--- src/sv/drrip_streaming_bypass_replacement_core_macros.svh ---
// assertion macros shared by the replacement core
`ifndef DRRIP_STREAMING_BYPASS_REPLACEMENT_CORE_MACROS_SVH
`define DRRIP_STREAMING_BYPASS_REPLACEMENT_CORE_MACROS_SVH

// property checked on every clock edge outside reset
`define DSBR_ASSERT(name, prop, msg) \
    name: assert property (@(posedge clk) disable iff (!rst_n) prop) else $error(msg);

// condition that must never be seen outside reset
`define DSBR_NEVER(name, cond, msg) \
    name: assert property (@(posedge clk) disable iff (!rst_n) !(cond)) else $error(msg);

`endif

--- src/sv/dsbr_pkg.sv ---
`default_nettype none

package dsbr_pkg;

    localparam int SET_COUNT        = 2048;
    localparam int WAY_COUNT        = 16;
    localparam int LEADER_SET_COUNT = 64;
    localparam int LEADER_SPACING   = SET_COUNT / LEADER_SET_COUNT;

    localparam int SET_W  = 11;
    localparam int LINE_W = 58;
    localparam int WAY_W  = 4;
    localparam int DRAW_W = 5;
    localparam int RRV_W  = 2;
    localparam int RUN_W  = 2;
    localparam int WIN_W  = 4;
    localparam int SEL_W  = 10;

    // slave tdata layout
    localparam int IN_SET_LO   = 0;
    localparam int IN_LINE_LO  = IN_SET_LO + SET_W;
    localparam int IN_WAY_LO   = IN_LINE_LO + LINE_W;
    localparam int IN_DRAW_LO  = IN_WAY_LO + WAY_W;
    localparam int IN_FIELDS_W = IN_DRAW_LO + DRAW_W;
    localparam int IN_TDATA_W  = ((IN_FIELDS_W + 7) / 8) * 8;

    // master tdata layout
    localparam int OUT_FIELDS_W = WAY_W + RRV_W;
    localparam int OUT_TDATA_W  = ((OUT_FIELDS_W + 7) / 8) * 8;

    localparam logic [RRV_W-1:0] RRV_FAR      = 2'd3;
    localparam logic [RRV_W-1:0] RRV_LONG     = 2'd2;
    localparam logic [RRV_W-1:0] RRIP_NEAR    = 2'd0;
    localparam logic [RUN_W-1:0] RUN_MAX      = 2'd3;
    localparam logic [WIN_W-1:0] WIN_RESET    = 4'd8;
    localparam logic [SEL_W-1:0] SEL_MAX      = 10'd1023;
    localparam logic [SEL_W-1:0] SEL_MID      = 10'd512;

    typedef enum logic [1:0] {
        KIND_SRRIP,
        KIND_BRRIP,
        KIND_FOLLOWER
    } leader_kind_t;

    typedef struct packed {
        logic [WAY_COUNT*RRV_W-1:0] rrv;
        logic [LINE_W-1:0]          last_line;
        logic [RUN_W-1:0]           run;
        logic                       flag;
        logic [WIN_W-1:0]           win;
    } set_rec_t;

    localparam set_rec_t REC_RESET = '{
        rrv:       {WAY_COUNT{RRV_FAR}},
        last_line: '0,
        run:       '0,
        flag:      1'b0,
        win:       '0
    };

    typedef struct packed {
        logic clear_wr;
        logic accept;
        logic commit;
    } ctrl_cmd_t;

    typedef struct packed {
        logic clear_last;
    } ctrl_sts_t;

    function automatic leader_kind_t leader_kind(input logic [SET_W-1:0] s);
        leader_kind_t k;
        if ((s % LEADER_SPACING) != 0)
            k = KIND_FOLLOWER;
        else if ((s / LEADER_SPACING) >= LEADER_SET_COUNT)
            k = KIND_FOLLOWER;
        else if ((s / LEADER_SPACING) < (LEADER_SET_COUNT / 2))
            k = KIND_SRRIP;
        else
            k = KIND_BRRIP;
        return k;
    endfunction

endpackage

`default_nettype wire

--- src/sv/dsbr_ctrl.sv ---
`default_nettype none
`include "drrip_streaming_bypass_replacement_core_macros.svh"

module dsbr_ctrl (
    input  wire                  clk,
    input  wire                  rst_n,
    input  wire                  s_tvalid,
    output logic                 s_tready,
    output logic                 m_tvalid,
    input  wire                  m_tready,
    output dsbr_pkg::ctrl_cmd_t  cmd,
    input  dsbr_pkg::ctrl_sts_t  sts
);
    import dsbr_pkg::*;

    typedef enum logic [2:0] {
        ST_CLEAR = 3'b001,
        ST_IDLE  = 3'b010,
        ST_CALC  = 3'b100
    } state_t;

    state_t state_reg, state_next;
    logic   out_valid_reg, out_valid_next;
    logic   out_free;

    assign s_tready     = (state_reg == ST_IDLE);
    assign m_tvalid     = out_valid_reg;
    assign out_free     = !out_valid_reg || m_tready;
    assign cmd.clear_wr = (state_reg == ST_CLEAR);
    assign cmd.accept   = s_tvalid && s_tready;
    assign cmd.commit   = (state_reg == ST_CALC) && out_free;

    always_comb
    begin
        state_next = state_reg;
        unique case (state_reg)
            ST_CLEAR:
            begin
                if (sts.clear_last)
                    state_next = ST_IDLE;
            end
            ST_IDLE:
            begin
                if (cmd.accept)
                    state_next = ST_CALC;
            end
            ST_CALC:
            begin
                if (cmd.commit)
                    state_next = ST_IDLE;
            end
            default:
            begin
                state_next = ST_CLEAR;
            end
        endcase
    end

    always_comb
    begin
        if (cmd.commit)
            out_valid_next = 1'b1;
        else if (m_tready)
            out_valid_next = 1'b0;
        else
            out_valid_next = out_valid_reg;
    end

    always_ff @(posedge clk or negedge rst_n)
    begin
        if (!rst_n)
        begin
            state_reg     <= ST_CLEAR;
            out_valid_reg <= 1'b0;
        end
        else
        begin
            state_reg     <= state_next;
            out_valid_reg <= out_valid_next;
        end
    end

    `DSBR_NEVER(a_no_take_in_clear, (state_reg == ST_CLEAR) && s_tready, "input ready during clear")
    `DSBR_ASSERT(a_one_in_flight, (s_tvalid && s_tready) |=> !s_tready, "second item taken early")
    `DSBR_ASSERT(a_commit_shows, cmd.commit |=> m_tvalid, "committed result not presented")

endmodule

`default_nettype wire

--- config.mk ---
export PLATFORM = sky130hd
export DESIGN_NAME = dsbr_ctrl
export DESIGN_NICKNAME = d
export VERILOG_FILES = /design/src/sv/dsbr_pkg.sv /design/src/sv/dsbr_ctrl.sv
export VERILOG_INCLUDE_DIRS = /design/src /design/src/sv
export SDC_FILE = /design/constraint.sdc
export NUM_CORES = 1
export LEC_CHECK = 0
export ABC_AREA = 1
export BUFFER_PORTS_ARGS = -buffer_cell sky130_fd_sc_hd__buf_2
export CAP_MARGIN = 40
export CORE_AREA = 2 2 39 41
export CTS_BUF_LIST = sky130_fd_sc_hd__clkbuf_4
export DETAILED_ROUTE_END_ITERATION = 8
export DIE_AREA = 0 0 41 43
export HOLD_SLACK_MARGIN = 0.06
export PLACE_DENSITY = 0.45
export SLEW_MARGIN = 30
export SYNTH_ARGS = -nofsm -noshare
export SYNTH_HDL_FRONTEND = slang
export SYNTH_SLANG_ARGS = --single-unit
--- constraint.sdc ---
create_clock -name clk -period 2.87 [get_ports clk]
set_clock_uncertainty 0.15 [all_clocks]
set_input_delay 0 -clock clk [delete_from_list [all_inputs] [get_ports clk]]
set_output_delay 0 -clock clk [all_outputs]
set_load 0.02 [all_outputs]
==> results.md, run 1 <==
* Post-synth top area share at roughly a third
* Htree depth at 1
* RSZ-0062 raised after global routing: no
* Fin crit period at 1.28 ns
* Die height at about 43 um
* Number of flip-flops in the largest register at 3
* Sink Count at 4
* Startpoint types: flop
* Root Driver: clkbuf_4
* WL met3 at roughly 34 um
* CTS tree: built
* Die W at between 40 and 50 um
* Leak at ~0.21 nW
* CP peak stage delay at approximately 0.55 ns
* Synthesized area at approximately 230 um2
* Crit path max fanout at 4
* GPL Wtd Cong at between 0.6 and 0.7
* Syn. warnings at 0
* Initial drt markers at 2
* Most common cell after layout, fill and taps aside: buf_2
* Worst-path clk slew at around 0.040 ns
* Wl on met1 at about 180 um
* Worst slew pin tran at between 0.1 and 0.15 ns
* Element type at the critical path end: primary output
* # diodes at 0
* Share of layout cells above drive strength 1 at a little over two fifths
* Vias per inst at between 3 and 4
* Min-Delay Path Class: in -> async
* Fill count at between 150 and 200
* Buf+Inv Stages, Crit Path at 2
* Synthesized net count at 35
* Hold slack at approximately 0.1 ns
* Finished Layout Cells at between 60 and 70
* # rows at 14
* IO buf count at 9
* Setup TNS Final at 0 ns
* Largest buffer count on any clock path at 2
* Post-CTS Resized at 0
* Mapped Cells at 30
* ANT nets after route at 0
* Via Count at about 230
* Area Overhead vs Synth at 61.1%
* DRC at 0
* Initial Util at between 10% and 20%
* First-pass GRT wire length at about 870 um
* Syn Area/Cell at 7.51 um2
* Worst-skew pair later-pin latency at roughly 0.23 ns
* Design area at around 360 um2
* Worst VDD drop at 0.180 mV
* Largest net degree at the start of global routing at 5
* Status: finished clean
* DP Wirelength at around 400 um
* Area leader, netlist: dfrtp_1
* Vias in the first global route at roughly 240
* DP Area at ~280 um2
* Post-layout nets at 53
* Crit path cell chain: inv_1 -> nand3_2 -> nor2_1 -> buf_2
* Total GRT Usage at approximately 8.2%
* # placed instances at 54
* #FFs+latches synth at 4
* Slowest cell on the critical path: dfstp_2
* Seq/Total Area, Yosys at between 40% and 50%
* Top-Level Pins at 10
* Synth cell types at 14
* CP Data Arrival Time at approximately 1.1 ns
* Tcrit/Tclk final at ~45%
* Layout Utilization at a little over a quarter
* Total grt overflow at 0
* Post-CTS Setup Repair Bufs at 0
* Max-slew violations at 0
* Req. time, crit path at around 2.7 ns
* Delay-heaviest family, CP: flip-flops
* CTS Buf Count at 3
* Power per cell area at between 800 and 900 nW/um2
* Top area cells in the synthesized netlist: dfrtp_1 33%, dfstp_2 12%, inv_1 10%
* Core area at between 1000 and 1500 um2
* Final hold vios at 0
* Initial antenna violation count at 0
* WS Path Type: reg -> out
* Metal2 WL at approximately 260 um
* Final setup vio count at 0
* Final wirelength at ~480 um
* Top sig layer: met3
* Fmax at 783 MHz
* First drt pass iteration count at 4
* Max cap viols at 0
* Die footprint at 1760 um2
* Routed len/inst at roughly 7.6 um
* Max_slew headroom at roughly nine tenths
* Commonest cells after routing, fill and taps aside: 9 x buf_2, 6 x inv_1, 6 x nor2_1
[metal layers]
metal  global-route usage, %  vias up
met3                    4.71        0
met2                    11.6        7
met4                    8.00        0
li1                        -      124
met1                    7.47      100
met5                       0        -
[power breakdown]
part / total [W] / switching [W] / internal (W)
sequential: 0.0000991 / 0.0000181 / 0.0000810
combinational: 0.000132 / 0.0000834 / 0.0000488
clock: 0.0000856 / 0.0000239 / 0.0000617
total: 0.000317 / 0.000125 / 0.000192
[cells by family after synthesis]
kind of cell	synth area share, %
simple gates	31.7
compound gates	6.66
buf+inv	16.7
flops	45.0
[repair_timing]
item,in CTS,in global routing
hold buffers,5,0
endpoints found under the hold margin,8,0
endpoints found under the setup margin,0,0
[worst register-to-register path, cell delays in order, from the launching register on]
cell and delay (ns):
dfstp_2 0.55, nor2_2 0.05, nand2_2 0.07, nand2_2 0.06, nor2_1 0.10, nor2_1 0.05
[cells in the mapped netlist, drive strengths merged]
cell type / n
nand2: 3
dfstp: 1
nand4: 1
nor2: 7
inv: 8
buf: 1
nand3: 3
dfrtp: 3
o21ai: 3
[layout make-up]
class / count / area, um2 / share of cell area [%]
repair buffers: 14 / 95.1 / 26.2
flip-flops and latches: 4 / 101 / 27.9
multi-input cells: 17 / 86.3 / 23.8
well taps: 16 / 20.0 / 5.52
inverters: 8 / 30.0 / 8.28
clock buffers: 4 / 30.0 / 8.28
[path summary, 6_finish.rpt]
check                                          from                        to  slack [ns]  cells after the start
max                        state_reg[0]$_DFFE_PN1P_                    cmd[1]        1.59                      4
min                                           rst_n  state_reg[0]$_DFFE_PN1P_        0.10                      2
max reg2reg                state_reg[0]$_DFFE_PN1P_  state_reg[1]$_DFFE_PN0P_        1.74                      5
min reg2reg                state_reg[0]$_DFFE_PN1P_  state_reg[0]$_DFFE_PN1P_        0.39                      2
max in group asynchronous                     rst_n  state_reg[2]$_DFFE_PN0P_        1.90                      3
min in group clk                           m_tready      m_tvalid$_DFFE_PN0P_        0.37                      3
[per-stage QoR]
step                      total power (W)  worst slack, ns
after global routing             0.000350             1.50
final                            0.000317             1.59
after detailed placement         0.000231             1.73
after global placement           0.000227             1.74
after floorplan                  0.000195             1.78
after CTS                        0.000324             1.58
(Power assumes the default switching activity.)
==> run 2, diff against run 1 <==
--- a/config.mk
+++ b/config.mk
@@ -6,7 +6,7 @@
 export SDC_FILE = /design/constraint.sdc
 export NUM_CORES = 1
 export LEC_CHECK = 0
-export ABC_AREA = 1
+export ABC_AREA = 0
 export BUFFER_PORTS_ARGS = -buffer_cell sky130_fd_sc_hd__buf_2
 export CAP_MARGIN = 40
 export CORE_AREA = 2 2 39 41
==> constraint.sdc (replaced) <==
create_clock -name clk -period 1.05 [get_ports clk]
set_clock_uncertainty 0.15 [all_clocks]
set_input_delay 0 -clock clk [delete_from_list [all_inputs] [get_ports clk]]
set_output_delay 0 -clock clk [all_outputs]
set_load 0.02 [all_outputs]
==> results.md, run 2 <==
* Vias in the first global route at approximately 260
* Clock share of power at between 20% and 30%
* Min-Delay Path Class: in -> reg
* Initial Util at between 10% and 20%
* Final setup vio count at 6
* Status: finished, violations left
* Top FF cell, synth: dfrtp_1
* Sw Ratio at between 30 and 40%
* Most common cell after layout, fill and taps aside: buf_2
* Sink Count at 4
* Internal power at 0.000707 W
* CP Data Arrival Time at roughly 1.3 ns
* IO buf count at 9
* WS Path Type: reg -> out
* Top area cells in the synthesized netlist: dfrtp_1 35%, dfstp_2 12%, nand3b_1 7.1%
* Crit path cell chain: nand2b_4 -> nor2_2 -> and2_4 -> buf_6
* Post-synth EDFFs at 0
* Sequential share of power at approximately 28%
* DP Area at a little under 300 um2
* Routed len/inst at between 9 and 10 um
* Die footprint at around 1800 um2
* First-pass GRT wire length at a little over 1000 um
* Worst-skew pair later-pin latency at between 0.2 and 0.25 ns
* Req. time, crit path at 0.90 ns
* Max-slew violations at 0
* Die height at roughly 43 um
* # rows at 14
* Worst VDD drop at approximately 0.94 mV
* Max_slew headroom at about nine tenths
* Final wirelength at 559 um
* Total power at between 0.001 and 0.0015 W
* Post-synth top area share at 35.3%
* Hold Startpoint: m_tready
* Slowest cell on the critical path: dfstp_2
* CTS Buf Count at 3
* Htree depth at 1
* Max cap viols at 0
* Die W at ~40 um
* Total grt overflow at 0
* Vias per inst at ~3.9
* Worst slew pin tran at ~0.16 ns
* Logic gate share of total power at approximately half
* Element type at the critical path end: primary output
* DP Wirelength at between 300 and 400 um
* Power per cell area at 2520 nW/um2
* Final hold vios at 0
* Initial antenna violation count at 0
* Synthesized net count at 28
* Number of flip-flops in the largest register at 3
* Syn Area/Cell at 9.25 um2
* Worst setup margin at -0.349 ns
* Syn. warnings at 0
* Post-layout nets at 49
* Total GRT Usage at under 10%
* DRC at 0
* Startpoint types: flop
* Initial drt markers at 2
* # diodes at 0
* Area Overhead vs Synth at 101%
* Fmax at 715 MHz
* Share of layout cells above drive strength 1 at between 60% and 70%
* Crit path max fanout at 5
* Root Driver: clkbuf_4
* Worst-path clk slew at 0.04 ns
* #FFs+latches synth at 4
* Via Count at approximately 230
* Synthesized area at 213 um2
* CP peak stage delay at between 0.5 and 0.6 ns
* Crit path from: state_reg[0]$_DFFE_PN1P_
* Synth cell types at 16
* Layout Utilization at just over 30%
* Seq/Total Area, Yosys at 47.6%
* Leak at 0.217 nW
* Reg-to-Reg Start: state_reg[0]$_DFFE_PN1P_
* Ys async rst share at 100%
* Finished Layout Cells at between 50 and 60
* CTS tree: built
* Buf+Inv Stages, Crit Path at 1
* Area leader, netlist: dfrtp_1
* # placed instances at 48
* Top-Level Pins at 10
* Largest net degree at the start of global routing at 6
* First drt pass iteration count at 4
* RSZ-0062 raised after global routing: yes
* Commonest cells after routing, fill and taps aside: 6 x buf_2, 4 x clkbuf_4, 4 x buf_4
* Failing checks: setup timing
* GPL Wtd Cong at around 0.72
* Design area at 427 um2
* Setup TNS Final at -1.44 ns
* Largest buffer count on any clock path at 2
* Net Sw Power at roughly 0.00037 W
* Core area at around 1400 um2
* Fin crit period at roughly 1.4 ns
* Mapped Cells at 23
* Count leader, synth: dfrtp_1
* Tcrit/Tclk final at 133%
* ANT nets after route at 0
* Delay-heaviest family, CP: flip-flops
run 2: changes by cell type after synthesis, sizes merged, moves of 2 or more:
cell	previous run	this run
nand2b	0	2
nor2	7	3
inv	8	1
nand3b	0	2
nand2	3	1
run 2: kinds of logic after synthesis:
kind of cell | share of synthesized area [%]
flip-flops | 47.6
AND/OR/NAND/NOR | 35.9
buffers and inverters | 5.29
AO/OA/AOI/OAI | 11.2
run 2: cell type report:
cell class                      count  area, um2
Sequential cell                     4        104
Inverter                            1       3.75
Clock buffer                        4       30.0
Multi-Input combinational cell     17        124
Timing Repair Buffer               17        145
Tap cell                           16       20.0
Fill cell                         153        957
run 2: path summary, 6_finish.rpt:
| kind | to | slack (ns) | cells past startpoint |
|---|---|---|---|
| hold reg to reg | state_reg[2]$_DFFE_PN0P_ | 0.39 | 1 |
| setup / recovery | cmd[1] | -0.35 | 4 |
| min in group asynchronous | state_reg[0]$_DFFE_PN1P_ | 0.10 | 2 |
| hold / removal | state_reg[1]$_DFFE_PN0P_ | 0.06 | 3 |
| setup reg to reg | state_reg[1]$_DFFE_PN0P_ | -0.21 | 4 |
| max in group asynchronous | state_reg[1]$_DFFE_PN0P_ | 0.44 | 3 |
run 2: metal layers:
metal	routed length, um	global-route usage (%)	vias to the layer above
met2	241	12.8	9
met4	0	2.00	0
met3	31	4.71	0
met5	0	0	-
met1	286	10.4	108
li1	-	-	116
run 2: per-stage QoR:
step	hold slack [ns]	worst slack, ns
after CTS	0.0573	-0.337
after detailed placement	-0.343	-0.130
after global placement	-0.342	-0.130
final	0.0624	-0.349
after global routing	0.0972	-0.390
after floorplan	-0.446	-0.0396
run 2: power groups by stage:
stage          logic, W  clock network [W]  registers [W]
3_5_place_dp   0.000354                  0       0.000293
4_1_cts        0.000511           0.000251       0.000293
3_3_place_gp   0.000354                  0       0.000294
5_1_grt        0.000569           0.000265       0.000316
2_1_floorplan  0.000240                  0       0.000282
6_report       0.000533           0.000238       0.000303
run 2: tightest hold or removal path, cell delays in order:
cell	delay (ns)
buf_2	0.09
and2b_1	0.24
o2bb2ai_1	0.08
run 2: timing repair:
action	4_1_cts	5_1_grt
resized for setup	5	6
endpoints found under the hold margin	7	0
setup buffers	2	2
pin swaps	1	1
hold buffers	4	0
setup endpoints to repair	7	8
gates cloned	0	0
==> run 3, diff against run 2 <==
--- a/config.mk
+++ b/config.mk
@@ -13,7 +13,9 @@
 export CTS_BUF_LIST = sky130_fd_sc_hd__clkbuf_4
 export DETAILED_ROUTE_END_ITERATION = 8
 export DIE_AREA = 0 0 41 43
+export GPL_TIMING_DRIVEN = 0
 export HOLD_SLACK_MARGIN = 0.06
+export MAX_ROUTING_LAYER = met4
 export PLACE_DENSITY = 0.45
 export SLEW_MARGIN = 30
 export SYNTH_ARGS = -nofsm -noshare
==> results.md, run 3 (same netlist as run 2, synthesis figures left out) <==
* Area Overhead vs Synth at 105%
* Buf+Inv Stages, Crit Path at 1
* Fill count at between 150 and 200
* IO buf count at 9
* Met1 GRT Util at about 11%
* Most common cell after layout, fill and taps aside: buf_2
* Post-layout nets at 50
* Total grt overflow at 0
* Fin crit period at ~1.4 ns
* Initial antenna violation count at 0
* Commonest cells after routing, fill and taps aside: 6 x buf_2, 4 x clkbuf_4, 4 x dlygate4sd3_1, 4 x buf_6, 4 x buf_4
* Startpoint types: flop
* DP Wirelength at roughly 380 um
* Crit path cell chain: nand2b_4 -> nor2_2 -> and2_4 -> buf_6
* GPL Wtd Cong at about 0.76
* Final hold vios at 0
* Final setup vio count at 8
* Power per cell area at around 2500 nW/um2
* Initial drt markers at 4
* Max-slew violations at 0
* Grt met3 use at roughly 4.7%
* Min-Delay Path Class: in -> reg
* Seq. cell area at just over 100 um2
* Total GRT Usage at under 10%
* Crit path max fanout at 4
* First-pass GRT wire length at 959 um
* Largest net degree at the start of global routing at 6
* Worst setup margin at -0.305 ns
* Element type at the critical path end: primary output
* Routed len/inst at 10.3 um
* DRC at 0
* Root Driver: clkbuf_4
* Max cap viols at 0
* WS Path Type: reg -> out
* Die height at 43 um
* Gr busiest metal: met2
* Via Count at about 230
* Pre-CTS setup slack at -0.173 ns
* Top-Level Pins at 10
* Final wirelength at around 620 um
* ANT nets after route at 0
* RSZ-0062 raised after global routing: yes
* Worst-skew pair later-pin latency at 0.24 ns
* Initial Util at 15.4%
* Reg-to-Reg Start: state_reg[0]$_DFFE_PN1P_
* Die W at slightly above 40 um
* Hold slack at 0.0429 ns
* Tcrit/Tclk final at 129%
* Share of layout cells above drive strength 1 at approximately 64%
* Leak at around 0.21 nW
* CTS tree: built
* Largest buffer count on any clock path at 2
* # placed instances at 48
* Die footprint at ~1800 um2
* # rows at 14
* Multi-input logic area at between 100 and 150 um2
* CP peak stage delay at ~0.55 ns
* Layout Utilization at between 30% and 40%
* Slowest cell on the critical path: dfstp_2
* Req. time, crit path at about 0.90 ns
* Max_slew headroom at 85.0%
* Delay-heaviest family, CP: flip-flops
* Number of flip-flops in the largest register at 3
* Fmax at approximately 740 MHz
* Core area at roughly 1400 um2
* First drt pass iteration count at 3
* CP Data Arrival Time at 1.21 ns
* Total power at between 0.001 and 0.0015 W
* Failing checks: setup timing
* Worst slew pin tran at 0.225 ns
* Hold Startpoint: m_tready
* Routing usage on met2 at a little under an eighth
* Finished Layout Cells at 60
* Htree depth at 1
* CTS Buf Count at 3
* Crit path from: state_reg[0]$_DFFE_PN1P_
* Sink Count at 4
* Vias per inst at approximately 3.9
* Worst VDD drop at 0.828 mV
* Status: finished, violations left
* Worst-path clk slew at around 0.040 ns
* Vias in the first global route at 233
* # diodes at 0
run 3: final cells by class:
type	count	share of cell area [%]
Sequential cell	4	23.5
Clock buffer	4	6.88
Inverter	1	0.860
Tap cell	16	4.58
Multi-Input combinational cell	17	30.9
Timing Repair Buffer	18	33.2
run 3: routing by layer:
metal	part of all wire, %	vias to the layer above
li1	-	120
met5	0	-
met4	0	0
met3	7.1	0
met2	52	11
met1	41	102
run 3: repair_timing:
item / CTS / global route
setup buffers: 4 / 2
resized for setup: 9 / 5
hold endpoints to repair: 7 / 0
hold buffers: 4 / 0
pin swaps: 2 / 2
endpoints found under the setup margin: 7 / 8
run 3: tightest hold or removal path: stages:
cell and delay [ns]:
buf_2 0.07, and2b_1 0.21, o2bb2ai_2 0.12
run 3: final timing paths:
| path | endpoint | slack (ns) | cells past startpoint |
|---|---|---|---|
| worst min-delay path | state_reg[1]$_DFFE_PN0P_ | 0.04 | 3 |
| worst min register to register | state_reg[2]$_DFFE_PN0P_ | 0.40 | 1 |
| worst max-delay path | cmd[1] | -0.31 | 4 |
| worst max register to register | state_reg[1]$_DFFE_PN0P_ | -0.23 | 5 |
| max in group asynchronous | state_reg[1]$_DFFE_PN0P_ | 0.08 | 3 |
| min in group asynchronous | state_reg[0]$_DFFE_PN1P_ | 0.09 | 2 |
run 3: stage by stage:
| step | setup TNS, ns | instance area [um2] |
|---|---|---|
| 2_1_floorplan | -0.0786 | 228 |
| 3_3_place_gp | -0.458 | 293 |
| 3_5_place_dp | -0.428 | 293 |
| 4_1_cts | -1.63 | 418 |
| 5_1_grt | -2.00 | 437 |
| 6_report | -1.61 | 437 |
run 3: power by group:
group / internal (W) / switching (W) / leakage, nW / total (W)
Clock: 0.000169 / 0.0000707 / 0.0184 / 0.000240
Sequential: 0.000221 / 0.0000628 / 0.0497 / 0.000284
Combinational: 0.000307 / 0.000251 / 0.145 / 0.000558
Total: 0.000697 / 0.000385 / 0.213 / 0.00108
